File: src/rtl/ymrx_pkg.sv
package ymrx_pkg;

  // block sizes of the two header kinds
  localparam logic [10:0] SHORT_BLOCK = 11'd128;
  localparam logic [10:0] LONG_BLOCK  = 11'd1024;

  // command queue depth, as an address width
  localparam int unsigned FIFO_AW    = 2;
  localparam int unsigned FIFO_DEPTH = 1 << FIFO_AW;

  // bytes on the line
  localparam logic [7:0] BYTE_SOH = 8'h01;
  localparam logic [7:0] BYTE_STX = 8'h02;
  localparam logic [7:0] BYTE_EOT = 8'h04;
  localparam logic [7:0] BYTE_ACK = 8'h06;
  localparam logic [7:0] BYTE_BS  = 8'h08;
  localparam logic [7:0] BYTE_NAK = 8'h15;
  localparam logic [7:0] BYTE_CAN = 8'h18;
  localparam logic [7:0] BYTE_C   = 8'h43;

  localparam logic [3:0] RETRY_FALLBACK = 4'd9;

  // configuration register indexes
  localparam logic CFG_POLL_WITH_NAK = 1'b0;
  localparam logic CFG_RETRY_LIMIT   = 1'b1;

  localparam logic [3:0] CFG_RETRY_RESET = 4'd10;

  typedef enum logic [1:0] {
    KIND_REPLY   = 2'd0,
    KIND_PAYLOAD = 2'd1,
    KIND_VERDICT = 2'd2
  } kind_t;

  typedef enum logic [2:0] {
    V_DATA_OK   = 3'd0,
    V_HEADER_OK = 3'd1,
    V_DUPLICATE = 3'd2,
    V_BAD_CRC   = 3'd3,
    V_BAD_CMP   = 3'd4,
    V_DONE      = 3'd5,
    V_CANCELLED = 3'd6,
    V_FILE_END  = 3'd7
  } verdict_t;

  typedef enum logic [1:0] {
    TAIL_NONE   = 2'd0,
    TAIL_POLL   = 2'd1,
    TAIL_CANCEL = 2'd2
  } tail_t;

  // one input byte's worth of results, expanded by the back end
  typedef struct packed {
    logic        is_payload;
    logic [7:0]  pay_byte;
    logic [9:0]  pay_index;
    logic        has_reply;
    logic [7:0]  reply_byte;
    logic [15:0] bc_reply;
    logic        has_verdict;
    verdict_t    verdict;
    logic [15:0] bc_main;
    tail_t       tail;
    logic [7:0]  tail_byte;
    logic [3:0]  total;
  } cmd_t;

  // crc-16, poly 0x1021, one byte
  function automatic logic [15:0] crc16_byte(input logic [15:0] crc_in, input logic [7:0] b);
    logic [15:0] c;
    c = crc_in ^ {b, 8'h00};
    for (int i = 0; i < 8; i++) begin
      c = c[15] ? ({c[14:0], 1'b0} ^ 16'h1021) : {c[14:0], 1'b0};
    end
    return c;
  endfunction

endpackage

File: src/rtl/ymodem_packet_receiver_core.sv
// ymodem receiver core, crc-16 mode, one line byte per transaction
// in channel: in_tdata carries the received byte, in_tuser = 1 starts a session
//   and sends the first poll (in_tdata ignored then)
// out channel: one transaction per result; out_tuser gives the kind (reply byte for
//   the sender, payload byte, verdict), out_tlast marks the last result of a byte
// cfg channel: cfg_index 0 is poll_with_nak, 1 is retry_limit; always ready,
//   write only while no results are pending
// a front stage decodes each byte combinationally and pushes a compact command
//   into a 4-entry queue; a back stage expands commands into results
// a byte's command enters the queue as its transaction is accepted; with out_tready
//   high, one byte per cycle is sustained while each causes at most one result,
//   otherwise the back stage emits one result per cycle (up to 12 for one byte)
//   and the queue absorbs the burst before in_tready drops
// reset: polling in 'C' mode, retry limit 10, waiting for a header, queue empty
// when out_tready is low the output register holds its result, the queue fills,
//   and in_tready falls once all four queue entries are taken
module ymodem_packet_receiver_core (
  input  logic        clk,
  input  logic        rst_n,
  input  logic        in_tvalid,
  output logic        in_tready,
  input  logic [7:0]  in_tdata,   // [7:0] rx_byte
  input  logic        in_tuser,   // [0] func
  output logic        out_tvalid,
  input  logic        out_tready,
  output logic [39:0] out_tdata,  // [7:0] out_byte, [17:8] payload_index,
                                  // [20:18] verdict, [36:21] block_count, [39:37] zero
  output logic [1:0]  out_tuser,  // [1:0] out_kind
  output logic        out_tlast,  // last
  input  logic        cfg_valid,
  output logic        cfg_ready,
  input  logic        cfg_index,
  input  logic [3:0]  cfg_data
);

  // configuration registers
  logic       poll_with_nak_r;
  logic [3:0] retry_limit_r;

  logic            in_accept;
  logic            push;
  ymrx_pkg::cmd_t  push_cmd;
  ymrx_pkg::cmd_t  head;
  logic            head_valid;
  logic            pop;
  logic            fifo_full;

  logic [7:0]  res_byte;
  logic [9:0]  res_index;
  logic [2:0]  res_verdict;
  logic [15:0] res_bc;

  assign cfg_ready = 1'b1;

  always_ff @(posedge clk) begin
    if (!rst_n) begin
      poll_with_nak_r <= 1'b0;
      retry_limit_r   <= ymrx_pkg::CFG_RETRY_RESET;
    end else if (cfg_valid) begin
      case (cfg_index)
        ymrx_pkg::CFG_POLL_WITH_NAK: poll_with_nak_r <= cfg_data[0];
        ymrx_pkg::CFG_RETRY_LIMIT:   retry_limit_r   <= cfg_data;
        default: ;
      endcase
    end
  end

  // the front stage stalls only on a full command queue
  assign in_tready = !fifo_full;
  assign in_accept = in_tvalid && in_tready;

  ymrx_front u_front (
    .clk           (clk),
    .rst_n         (rst_n),
    .accept        (in_accept),
    .func          (in_tuser),
    .rx_byte       (in_tdata),
    .poll_with_nak (poll_with_nak_r),
    .retry_limit   (retry_limit_r),
    .push          (push),
    .cmd           (push_cmd)
  );

  ymrx_cmd_fifo u_fifo (
    .clk       (clk),
    .rst_n     (rst_n),
    .push      (push),
    .push_cmd  (push_cmd),
    .pop       (pop),
    .head      (head),
    .not_empty (head_valid),
    .full      (fifo_full)
  );

  ymrx_back u_back (
    .clk         (clk),
    .rst_n       (rst_n),
    .head        (head),
    .head_valid  (head_valid),
    .pop         (pop),
    .out_valid   (out_tvalid),
    .out_ready   (out_tready),
    .out_kind    (out_tuser),
    .out_byte    (res_byte),
    .out_index   (res_index),
    .out_verdict (res_verdict),
    .out_bc      (res_bc),
    .out_last    (out_tlast)
  );

  assign out_tdata = {3'b000, res_bc, res_verdict, res_index, res_byte};

endmodule

File: src/rtl/ymrx_front.sv
module ymrx_front (
  input  logic               clk,
  input  logic               rst_n,
  input  logic               accept,
  input  logic               func,
  input  logic [7:0]         rx_byte,
  input  logic               poll_with_nak,
  input  logic [3:0]         retry_limit,
  output logic               push,
  output ymrx_pkg::cmd_t     cmd
);

  typedef enum logic [3:0] {
    PH_HEAD = 4'b0001,
    PH_BLK  = 4'b0010,
    PH_CMP  = 4'b0100,
    PH_DATA = 4'b1000
  } phase_t;

  phase_t      phase_r, phase_nxt;
  logic        long_r, long_nxt;
  logic [7:0]  blk_r, blk_nxt;
  logic [10:0] left_r, left_nxt;
  logic [15:0] crc_r, crc_nxt;
  logic [7:0]  crc_hi_r, crc_hi_nxt;
  logic        zero_r, zero_nxt;
  logic [7:0]  last_blk_r, last_blk_nxt;
  logic [7:0]  wrap_r, wrap_nxt;
  logic        hdr_seen_r, hdr_seen_nxt;
  logic        file_act_r, file_act_nxt;
  logic        nak_style_r, nak_style_nxt;
  logic [3:0]  retries_r, retries_nxt;
  logic        finished_r, finished_nxt;

  logic        poll_req;
  logic        poll_ns;
  logic [3:0]  poll_r;
  logic [10:0] blk_len;
  logic [10:0] pay_pos;
  logic [7:0]  blk_diff;
  logic        crc_ok;
  logic [3:0]  tail_cnt;

  assign blk_len  = long_r ? ymrx_pkg::LONG_BLOCK : ymrx_pkg::SHORT_BLOCK;
  assign pay_pos  = blk_len + 11'd2 - left_r;
  assign blk_diff = blk_r - last_blk_r;
  assign crc_ok   = (crc_r[15:8] == crc_hi_r) && (crc_r[7:0] == rx_byte);

  always_comb begin
    phase_nxt     = phase_r;
    long_nxt      = long_r;
    blk_nxt       = blk_r;
    left_nxt      = left_r;
    crc_nxt       = crc_r;
    crc_hi_nxt    = crc_hi_r;
    zero_nxt      = zero_r;
    last_blk_nxt  = last_blk_r;
    wrap_nxt      = wrap_r;
    hdr_seen_nxt  = hdr_seen_r;
    file_act_nxt  = file_act_r;
    nak_style_nxt = nak_style_r;
    retries_nxt   = retries_r;
    finished_nxt  = finished_r;
    poll_req      = 1'b0;
    poll_ns       = nak_style_r;
    poll_r        = retries_r;

    cmd             = '0;
    cmd.verdict     = ymrx_pkg::V_DATA_OK;
    cmd.tail        = ymrx_pkg::TAIL_NONE;
    cmd.bc_reply    = {wrap_r, last_blk_r};

    if (func) begin
      last_blk_nxt  = 8'd0;
      wrap_nxt      = 8'd0;
      hdr_seen_nxt  = 1'b0;
      left_nxt      = 11'd0;
      file_act_nxt  = 1'b0;
      finished_nxt  = 1'b0;
      nak_style_nxt = poll_with_nak;
      poll_req      = 1'b1;
      poll_ns       = poll_with_nak;
      poll_r        = retry_limit;
    end else if (!finished_r) begin
      case (phase_r)
        PH_HEAD: begin
          if (rx_byte == ymrx_pkg::BYTE_SOH || rx_byte == ymrx_pkg::BYTE_STX) begin
            long_nxt  = (rx_byte == ymrx_pkg::BYTE_STX);
            crc_nxt   = 16'd0;
            zero_nxt  = 1'b1;
            phase_nxt = PH_BLK;
          end else if (rx_byte == ymrx_pkg::BYTE_EOT) begin
            if (file_act_r) begin
              file_act_nxt    = 1'b0;
              cmd.has_reply   = 1'b1;
              cmd.reply_byte  = ymrx_pkg::BYTE_NAK;
              cmd.has_verdict = 1'b1;
              cmd.verdict     = ymrx_pkg::V_FILE_END;
            end else begin
              // no file open: session numbering restarts
              last_blk_nxt   = 8'd0;
              wrap_nxt       = 8'd0;
              left_nxt       = 11'd0;
              hdr_seen_nxt   = 1'b0;
              cmd.has_reply  = 1'b1;
              cmd.reply_byte = ymrx_pkg::BYTE_ACK;
              cmd.bc_reply   = 16'd0;
              poll_req       = 1'b1;
            end
          end
        end
        PH_BLK: begin
          blk_nxt   = rx_byte;
          phase_nxt = PH_CMP;
        end
        PH_CMP: begin
          if ((rx_byte ^ blk_r) == 8'hFF) begin
            left_nxt  = blk_len + 11'd2;
            phase_nxt = PH_DATA;
          end else begin
            cmd.has_verdict = 1'b1;
            cmd.verdict     = ymrx_pkg::V_BAD_CMP;
            poll_req        = 1'b1;
          end
        end
        PH_DATA: begin
          if (left_r > 11'd2) begin
            cmd.is_payload = 1'b1;
            cmd.pay_byte   = rx_byte;
            cmd.pay_index  = pay_pos[9:0];
            crc_nxt        = ymrx_pkg::crc16_byte(crc_r, rx_byte);
            if (rx_byte != 8'd0) zero_nxt = 1'b0;
            left_nxt       = left_r - 11'd1;
          end else if (left_r == 11'd2) begin
            crc_hi_nxt = rx_byte;
            left_nxt   = 11'd1;
          end else if (left_r == 11'd1) begin
            left_nxt  = 11'd0;
            phase_nxt = PH_HEAD;
            if (!crc_ok) begin
              cmd.has_verdict = 1'b1;
              cmd.verdict     = ymrx_pkg::V_BAD_CRC;
              poll_req        = 1'b1;
            end else if (blk_r == 8'd0 && !hdr_seen_r && zero_r) begin
              // empty block zero before any header ends the session
              cmd.has_reply   = 1'b1;
              cmd.reply_byte  = ymrx_pkg::BYTE_ACK;
              cmd.has_verdict = 1'b1;
              cmd.verdict     = ymrx_pkg::V_DONE;
              finished_nxt    = 1'b1;
            end else if (blk_diff > 8'd1) begin
              cmd.tail     = ymrx_pkg::TAIL_CANCEL;
              finished_nxt = 1'b1;
            end else begin
              cmd.has_reply   = 1'b1;
              cmd.reply_byte  = ymrx_pkg::BYTE_ACK;
              cmd.has_verdict = 1'b1;
              nak_style_nxt   = 1'b0;
              retries_nxt     = retry_limit;
              if (hdr_seen_r && blk_r == last_blk_r) begin
                cmd.verdict = ymrx_pkg::V_DUPLICATE;
              end else begin
                last_blk_nxt = blk_r;
                if (blk_diff == 8'd0 && !hdr_seen_r) begin
                  hdr_seen_nxt = 1'b1;
                  file_act_nxt = 1'b1;
                  cmd.verdict  = ymrx_pkg::V_HEADER_OK;
                  poll_req     = 1'b1;
                  poll_ns      = 1'b0;
                  poll_r       = retry_limit;
                end else begin
                  if (blk_r == 8'd0) wrap_nxt = wrap_r + 8'd1;
                  cmd.verdict = ymrx_pkg::V_DATA_OK;
                end
              end
            end
          end else begin
            phase_nxt = PH_HEAD;
          end
        end
        default: begin
          phase_nxt = PH_HEAD;
        end
      endcase
    end

    // poll the sender, falling back or cancelling when retries are gone
    if (poll_req) begin
      phase_nxt = PH_HEAD;
      if (poll_r == 4'd0) begin
        if (!poll_ns) begin
          retries_nxt   = ymrx_pkg::RETRY_FALLBACK;
          cmd.tail      = ymrx_pkg::TAIL_POLL;
          cmd.tail_byte = ymrx_pkg::BYTE_C;
        end else begin
          cmd.tail     = ymrx_pkg::TAIL_CANCEL;
          finished_nxt = 1'b1;
        end
      end else begin
        retries_nxt   = poll_r - 4'd1;
        cmd.tail      = ymrx_pkg::TAIL_POLL;
        cmd.tail_byte = poll_ns ? ymrx_pkg::BYTE_NAK : ymrx_pkg::BYTE_C;
      end
    end

    cmd.bc_main = {wrap_nxt, last_blk_nxt};

    case (cmd.tail)
      ymrx_pkg::TAIL_POLL:   tail_cnt = 4'd1;
      ymrx_pkg::TAIL_CANCEL: tail_cnt = 4'd11;
      default:               tail_cnt = 4'd0;
    endcase
    cmd.total = cmd.is_payload ? 4'd1
              : ({3'd0, cmd.has_reply} + {3'd0, cmd.has_verdict} + tail_cnt);
  end

  assign push = accept && (cmd.total != 4'd0);

  always_ff @(posedge clk) begin
    if (!rst_n) begin
      phase_r     <= PH_HEAD;
      long_r      <= 1'b0;
      blk_r       <= 8'd0;
      left_r      <= 11'd0;
      crc_r       <= 16'd0;
      crc_hi_r    <= 8'd0;
      zero_r      <= 1'b1;
      last_blk_r  <= 8'd0;
      wrap_r      <= 8'd0;
      hdr_seen_r  <= 1'b0;
      file_act_r  <= 1'b0;
      nak_style_r <= 1'b0;
      retries_r   <= ymrx_pkg::CFG_RETRY_RESET;
      finished_r  <= 1'b0;
    end else if (accept) begin
      phase_r     <= phase_nxt;
      long_r      <= long_nxt;
      blk_r       <= blk_nxt;
      left_r      <= left_nxt;
      crc_r       <= crc_nxt;
      crc_hi_r    <= crc_hi_nxt;
      zero_r      <= zero_nxt;
      last_blk_r  <= last_blk_nxt;
      wrap_r      <= wrap_nxt;
      hdr_seen_r  <= hdr_seen_nxt;
      file_act_r  <= file_act_nxt;
      nak_style_r <= nak_style_nxt;
      retries_r   <= retries_nxt;
      finished_r  <= finished_nxt;
    end
  end

endmodule

File: src/rtl/ymrx_cmd_fifo.sv
module ymrx_cmd_fifo (
  input  logic           clk,
  input  logic           rst_n,
  input  logic           push,
  input  ymrx_pkg::cmd_t push_cmd,
  input  logic           pop,
  output ymrx_pkg::cmd_t head,
  output logic           not_empty,
  output logic           full
);

  ymrx_pkg::cmd_t                 mem_r [ymrx_pkg::FIFO_DEPTH];
  logic [ymrx_pkg::FIFO_AW-1:0]   wr_ptr_r, rd_ptr_r;
  logic [ymrx_pkg::FIFO_AW:0]     count_r, count_nxt;

  assign head      = mem_r[rd_ptr_r];
  assign not_empty = (count_r != '0);
  assign full      = (count_r == ymrx_pkg::FIFO_AW'(0) + (ymrx_pkg::FIFO_AW+1)'(ymrx_pkg::FIFO_DEPTH));

  always_comb begin
    count_nxt = count_r;
    if (push && !pop) count_nxt = count_r + 1'b1;
    else if (pop && !push) count_nxt = count_r - 1'b1;
  end

  always_ff @(posedge clk) begin
    if (push) mem_r[wr_ptr_r] <= push_cmd;
  end

  always_ff @(posedge clk) begin
    if (!rst_n) begin
      wr_ptr_r <= '0;
      rd_ptr_r <= '0;
      count_r  <= '0;
    end else begin
      if (push) wr_ptr_r <= wr_ptr_r + 1'b1;
      if (pop)  rd_ptr_r <= rd_ptr_r + 1'b1;
      count_r <= count_nxt;
    end
  end

endmodule

File: src/rtl/ymrx_back.sv
module ymrx_back (
  input  logic           clk,
  input  logic           rst_n,
  input  ymrx_pkg::cmd_t head,
  input  logic           head_valid,
  output logic           pop,
  output logic           out_valid,
  input  logic           out_ready,
  output logic [1:0]     out_kind,
  output logic [7:0]     out_byte,
  output logic [9:0]     out_index,
  output logic [2:0]     out_verdict,
  output logic [15:0]    out_bc,
  output logic           out_last
);

  logic        valid_r;
  logic [3:0]  step_r;
  logic        advance;
  logic        item_last;
  logic [3:0]  tail_step;
  logic [3:0]  verdict_step;

  ymrx_pkg::kind_t    kind_nxt;
  logic [7:0]         byte_nxt;
  logic [9:0]         index_nxt;
  ymrx_pkg::verdict_t verdict_nxt;
  logic [15:0]        bc_nxt;

  logic [1:0]  kind_r;
  logic [7:0]  byte_r;
  logic [9:0]  index_r;
  logic [2:0]  verdict_r;
  logic [15:0] bc_r;
  logic        last_r;

  assign advance      = head_valid && (!valid_r || out_ready);
  assign item_last    = (step_r == head.total - 4'd1);
  assign pop          = advance && item_last;
  assign verdict_step = {3'd0, head.has_reply};
  assign tail_step    = step_r - {3'd0, head.has_reply} - {3'd0, head.has_verdict};

  // pick the item at the current step of the head command
  always_comb begin
    kind_nxt    = ymrx_pkg::KIND_REPLY;
    byte_nxt    = 8'd0;
    index_nxt   = 10'd0;
    verdict_nxt = ymrx_pkg::V_DATA_OK;
    bc_nxt      = head.bc_main;
    if (head.is_payload) begin
      kind_nxt  = ymrx_pkg::KIND_PAYLOAD;
      byte_nxt  = head.pay_byte;
      index_nxt = head.pay_index;
    end else if (head.has_reply && step_r == 4'd0) begin
      byte_nxt = head.reply_byte;
      bc_nxt   = head.bc_reply;
    end else if (head.has_verdict && step_r == verdict_step) begin
      kind_nxt    = ymrx_pkg::KIND_VERDICT;
      verdict_nxt = head.verdict;
    end else if (head.tail == ymrx_pkg::TAIL_POLL) begin
      byte_nxt = head.tail_byte;
    end else if (tail_step < 4'd5) begin
      byte_nxt = ymrx_pkg::BYTE_CAN;
    end else if (tail_step < 4'd10) begin
      byte_nxt = ymrx_pkg::BYTE_BS;
    end else begin
      kind_nxt    = ymrx_pkg::KIND_VERDICT;
      verdict_nxt = ymrx_pkg::V_CANCELLED;
    end
  end

  always_ff @(posedge clk) begin
    if (!rst_n) begin
      valid_r <= 1'b0;
      step_r  <= 4'd0;
    end else begin
      if (advance) begin
        valid_r <= 1'b1;
        step_r  <= item_last ? 4'd0 : step_r + 4'd1;
      end else if (out_ready) begin
        valid_r <= 1'b0;
      end
    end
  end

  always_ff @(posedge clk) begin
    if (advance) begin
      kind_r    <= kind_nxt;
      byte_r    <= byte_nxt;
      index_r   <= index_nxt;
      verdict_r <= verdict_nxt;
      bc_r      <= bc_nxt;
      last_r    <= item_last;
    end
  end

  assign out_valid   = valid_r;
  assign out_kind    = kind_r;
  assign out_byte    = byte_r;
  assign out_index   = index_r;
  assign out_verdict = verdict_r;
  assign out_bc      = bc_r;
  assign out_last    = last_r;

endmodule

File: config.mk
export PLATFORM = sky130hd
export DESIGN_NAME = ymodem_packet_receiver_core
export DESIGN_NICKNAME = d
export VERILOG_FILES = /design/src/rtl/ymrx_pkg.sv /design/src/rtl/ymodem_packet_receiver_core.sv /design/src/rtl/ymrx_front.sv /design/src/rtl/ymrx_cmd_fifo.sv /design/src/rtl/ymrx_back.sv
export SDC_FILE = /design/constraint.sdc
export NUM_CORES = 1
export LEC_CHECK = 0
export BUFFER_PORTS_ARGS = -buffer_cell sky130_fd_sc_hd__buf_2
export CORE_UTILIZATION = 62
export CTS_CLUSTER_DIAMETER = 200
export DETAILED_ROUTE_END_ITERATION = 10
export GPL_TIMING_DRIVEN = 0
export PLACE_DENSITY = 0.77
export SKIP_CTS_REPAIR_TIMING = 1
export SLEW_MARGIN = 30
export SYNTH_ARGS = -nofsm -noshare
export SYNTH_HDL_FRONTEND = slang
export SYNTH_SLANG_ARGS = --single-unit
File: constraint.sdc
create_clock -name clk -period 7.8 [get_ports clk]
set_clock_uncertainty 0.1 [all_clocks]
set_input_delay 0.39 -clock clk [delete_from_list [all_inputs] [get_ports clk]]
set_output_delay 0.39 -clock clk [all_outputs]
set_load 0.05 [all_outputs]
==> results.toml <==
[detailed_routing]
drtIter0Drc = 1015
wl_mm = 40.32
dr.pass1.iters = 6
drtAntennaViolNets = 0
post-route-drc-count = 0
routed-via-count = 11360
viasPerCell = 6.178
wl_per_cell_microns = 21.94

[setup_path]
r2r_slack_ns = 0.53
rr_worst_depth = 30
r2r-start = "u_front.last_blk_r[2]$_SDFFE_PN0P_"
r2r-end = "u_fifo.count_r[2]$_SDFFE_PN0P_"
criticalPathCategory = "reg -> reg"
worstPathRequired_ns = 8.15
cp_slowest_cell = "or4_1"
timing.critical_path.mode_cell = "ha_1"
critPathCaptureType = "flop"
max_stage_delay_ns = 0.52
crit_family = "adder cells"
worstPathBufferInverterCount = 8
cp_max_fo = 10
crit_arrival_ns = 7.62
start_kind = "flop"

[power]
power.leakage_nw = 7.066
power_density_nw_per_um2 = 272.3
vdd_drop_max_uv = 154.0

[floorplan]
core-area_sq_um = 27930
rows = 61
dieArea_sq_um = 29250
start_util_pct = 63.42
die_w_microns = 171.0
die_h_microns = 171.0
io_pins = 65

[min_path]
hold_path_class = "in -> reg"
min_to = "retry_limit_r[3]$_SDFFE_PN1P_"
whs_path_depth = 3
hold_start = "cfg_data[3]"

[synthesis]
ys_seq_elements = 396
async_reset_ff_share_pct = 0
synth_most_common_cell = "edfxtp_1"
synth_common_cells = "edfxtp_1, nor2_1, dfxtp_1"
ys_warn_count = 0
yosys-top-cells-area = "edfxtp_1, dfxtp_1, mux4_2, nor2_1, xor2_1"
yosysTopAreaCell = "edfxtp_1"
avgSynthCellArea_sq_um = 13.33
synth-edff-count = 304
ys_types = 79
synth_top_area_share_pct = 51.53
synth_area_sq_um = 17720
seq_area_frac_synth_pct = 61.93
synth_cells = 1329
synth-main-ff-cell = "edfxtp_1"

[global_routing]
grt_antenna_before_repair = 0
grt_max_degree = 47
grt_pass1_wl_mm = 62.22
grt_overflow = 0
grtUsageTotal_pct = 28.59
grt_pass1_vias = 11060

[outcome]
status = "complete, but fails checks"
violations = "negative hold slack"

[cts]
cts_tree = "built"
clk_pin_slew_worst_paths_ns = 0.06
clk_path_buf_depth = 3
root_buffer = "clkbuf_16"
cts.sinks = 396
clk_latency_ns = 0.53
cts_buffers = 40
cts_max_level = 2

[layout]
finalInstanceArea_sq_um = 19890
multi_input_area_sq_um = 6354
area_growth_pct = 12.26
fin_nets = 1480
stdcell_count = 1838
seq_area_sq_um = 10970
fill_cells = 1922
n_antenna_cell = 0
drive_gt1_share_pct = 16.51

[sta]
hold_viol = 1
min_period_ns = 7.271
whs_ns = -0.0008160
rsz0062_at_grt = "no"
layout_worst_path_cycle_share_pct = 93.22
slew_viol_final = 0
finalSetupViolCount = 0
worst_pin_slew_ns = 0.8722
slew_headroom_pct = 41.70
max_freq_ghz = 0.1375

[placed_design]
dp_cells = 1766
io_buffer_count = 51
post_dp_cell_area_sq_um = 18630
gp_congestion = 0.9068
hpwlAfterDp_mm = 26.91

[run]
maxCapViolations = 0
## where the power goes
group          total, W  internal, W  switching, W
clock network   0.00180      0.00103      0.000768
logic           0.00111     0.000353      0.000760
registers       0.00250      0.00244     0.0000552
## area by class of cell
class                      count  share of cell area, %
inverter                      39                 0.7361
tap                          378                  2.378
buffer                        75                  1.604
clock inverter                19                 0.7927
timing repair buffer          57                  2.001
multi-input combinational    821                  31.95
sequential                   396                  55.16
clock buffer                  53                  5.379
## cells by family after synthesis
family                   synth area share [%]
buffers and inverters                   2.606
XOR/XNOR                                4.252
adder cells (fa/ha/maj)                 2.359
AND/OR/NAND/NOR                         11.60
flip-flops                              61.93
other                                 0.04239
multiplexers                            10.30
AO/OA/AOI/OAI                           6.922
## placed cells by master, fill, tap and decap left out, types with 6 or more instances in the layout
cell / instances
nand4_1: 11
clkinv_2: 9
clkbuf_1: 66
clkinv_1: 6
xnor2_1: 40
nand3_1: 28
nand2_1: 78
buf_2: 57
or3_1: 6
o21ai_0: 23
xor2_1: 46
mux2_2: 20
ha_1: 27
inv_1: 38
a21o_1: 8
nor4_1: 15
o21a_1: 6
a31oi_1: 7
nor3_1: 34
a22o_1: 10
nor2_1: 138
nand2b_1: 11
mux4_2: 63
edfxtp_1: 304
and2_1: 27
clkbuf_16: 40
o31ai_1: 6
dfxtp_1: 92
mux2i_1: 18
nor2b_1: 18
a21oi_1: 68
a22oi_1: 10
## stage by stage
stage / hold WS (ns) / total power, W / TNS (ns) / worst slack (ns) / util (%)
2_1_floorplan: 0.3597 / 0.003357 / 0 / 0.8372 / -
3_3_place_gp: 0.3515 / 0.003587 / -292.07 / -1.175 / 66.05
3_5_place_dp: 0.3853 / 0.003638 / 0 / 0.4103 / 66.68
4_1_cts: -0.01497 / 0.005440 / 0 / 0.3982 / 71.07
5_1_grt: 0.002501 / 0.005607 / 0 / 0.02178 / 71.20
6_report: -0.0008160 / 0.005415 / 0 / 0.5287 / 71.20
## state kept, by name, indices dropped and copies added, names as in the netlist, 2 cells and up, named ones only
register,count
u_fifo.mem_r,264
u_back.out_bc,16
u_front.crc_r,16
u_front.left_r,11
u_back.out_index,10
u_back.out_byte,8
u_front.blk_r,8
u_front.crc_hi_r,8
u_front.last_blk_r,8
u_front.wrap_r,8
retry_limit_r,4
u_back.step_r,4
u_front.phase_r,4
u_front.retries_r,4
u_back.out_verdict,3
u_fifo.count_r,3
u_back.out_kind,2
u_fifo.rd_ptr_r,2
u_fifo.wr_ptr_r,2
## metal layers
metal  wire, microns  share of wire, %  up-vias  track usage, %
met4            1152               2.9        0           9.627
li1                -                 -     5147               -
met3            3267               8.1       77           5.158
met2           19010                47      530           45.51
met5               0                 0        -               0
met1           16890                42     5601           39.94
## worst max path at each step
stage,slack (ns),endpoint,depth (start not counted),start
floorplan,0.84,u_fifo.mem_r[1][0]$_DFFE_PP_,25,u_front.last_blk_r[2]$_SDFFE_PN0P_
global placement,-1.17,u_fifo.mem_r[0][20]$_DFFE_PP_,25,u_front.last_blk_r[2]$_SDFFE_PN0P_
detailed placement,0.41,u_fifo.count_r[2]$_SDFFE_PN0P_,30,u_front.last_blk_r[2]$_SDFFE_PN0P_
CTS,0.40,u_fifo.count_r[2]$_SDFFE_PN0P_,30,u_front.last_blk_r[2]$_SDFFE_PN0P_
global route,0.02,u_fifo.count_r[2]$_SDFFE_PN0P_,30,u_front.last_blk_r[2]$_SDFFE_PN0P_
finish,0.53,u_fifo.count_r[2]$_SDFFE_PN0P_,30,u_front.last_blk_r[2]$_SDFFE_PN0P_
## tightest hold or removal path: stages
cell and delay [ns]:
buf_2 0.07, nand3_1 0.05, nand3_1 0.07
No activity file was read; power rests on OpenSTA's default activity.
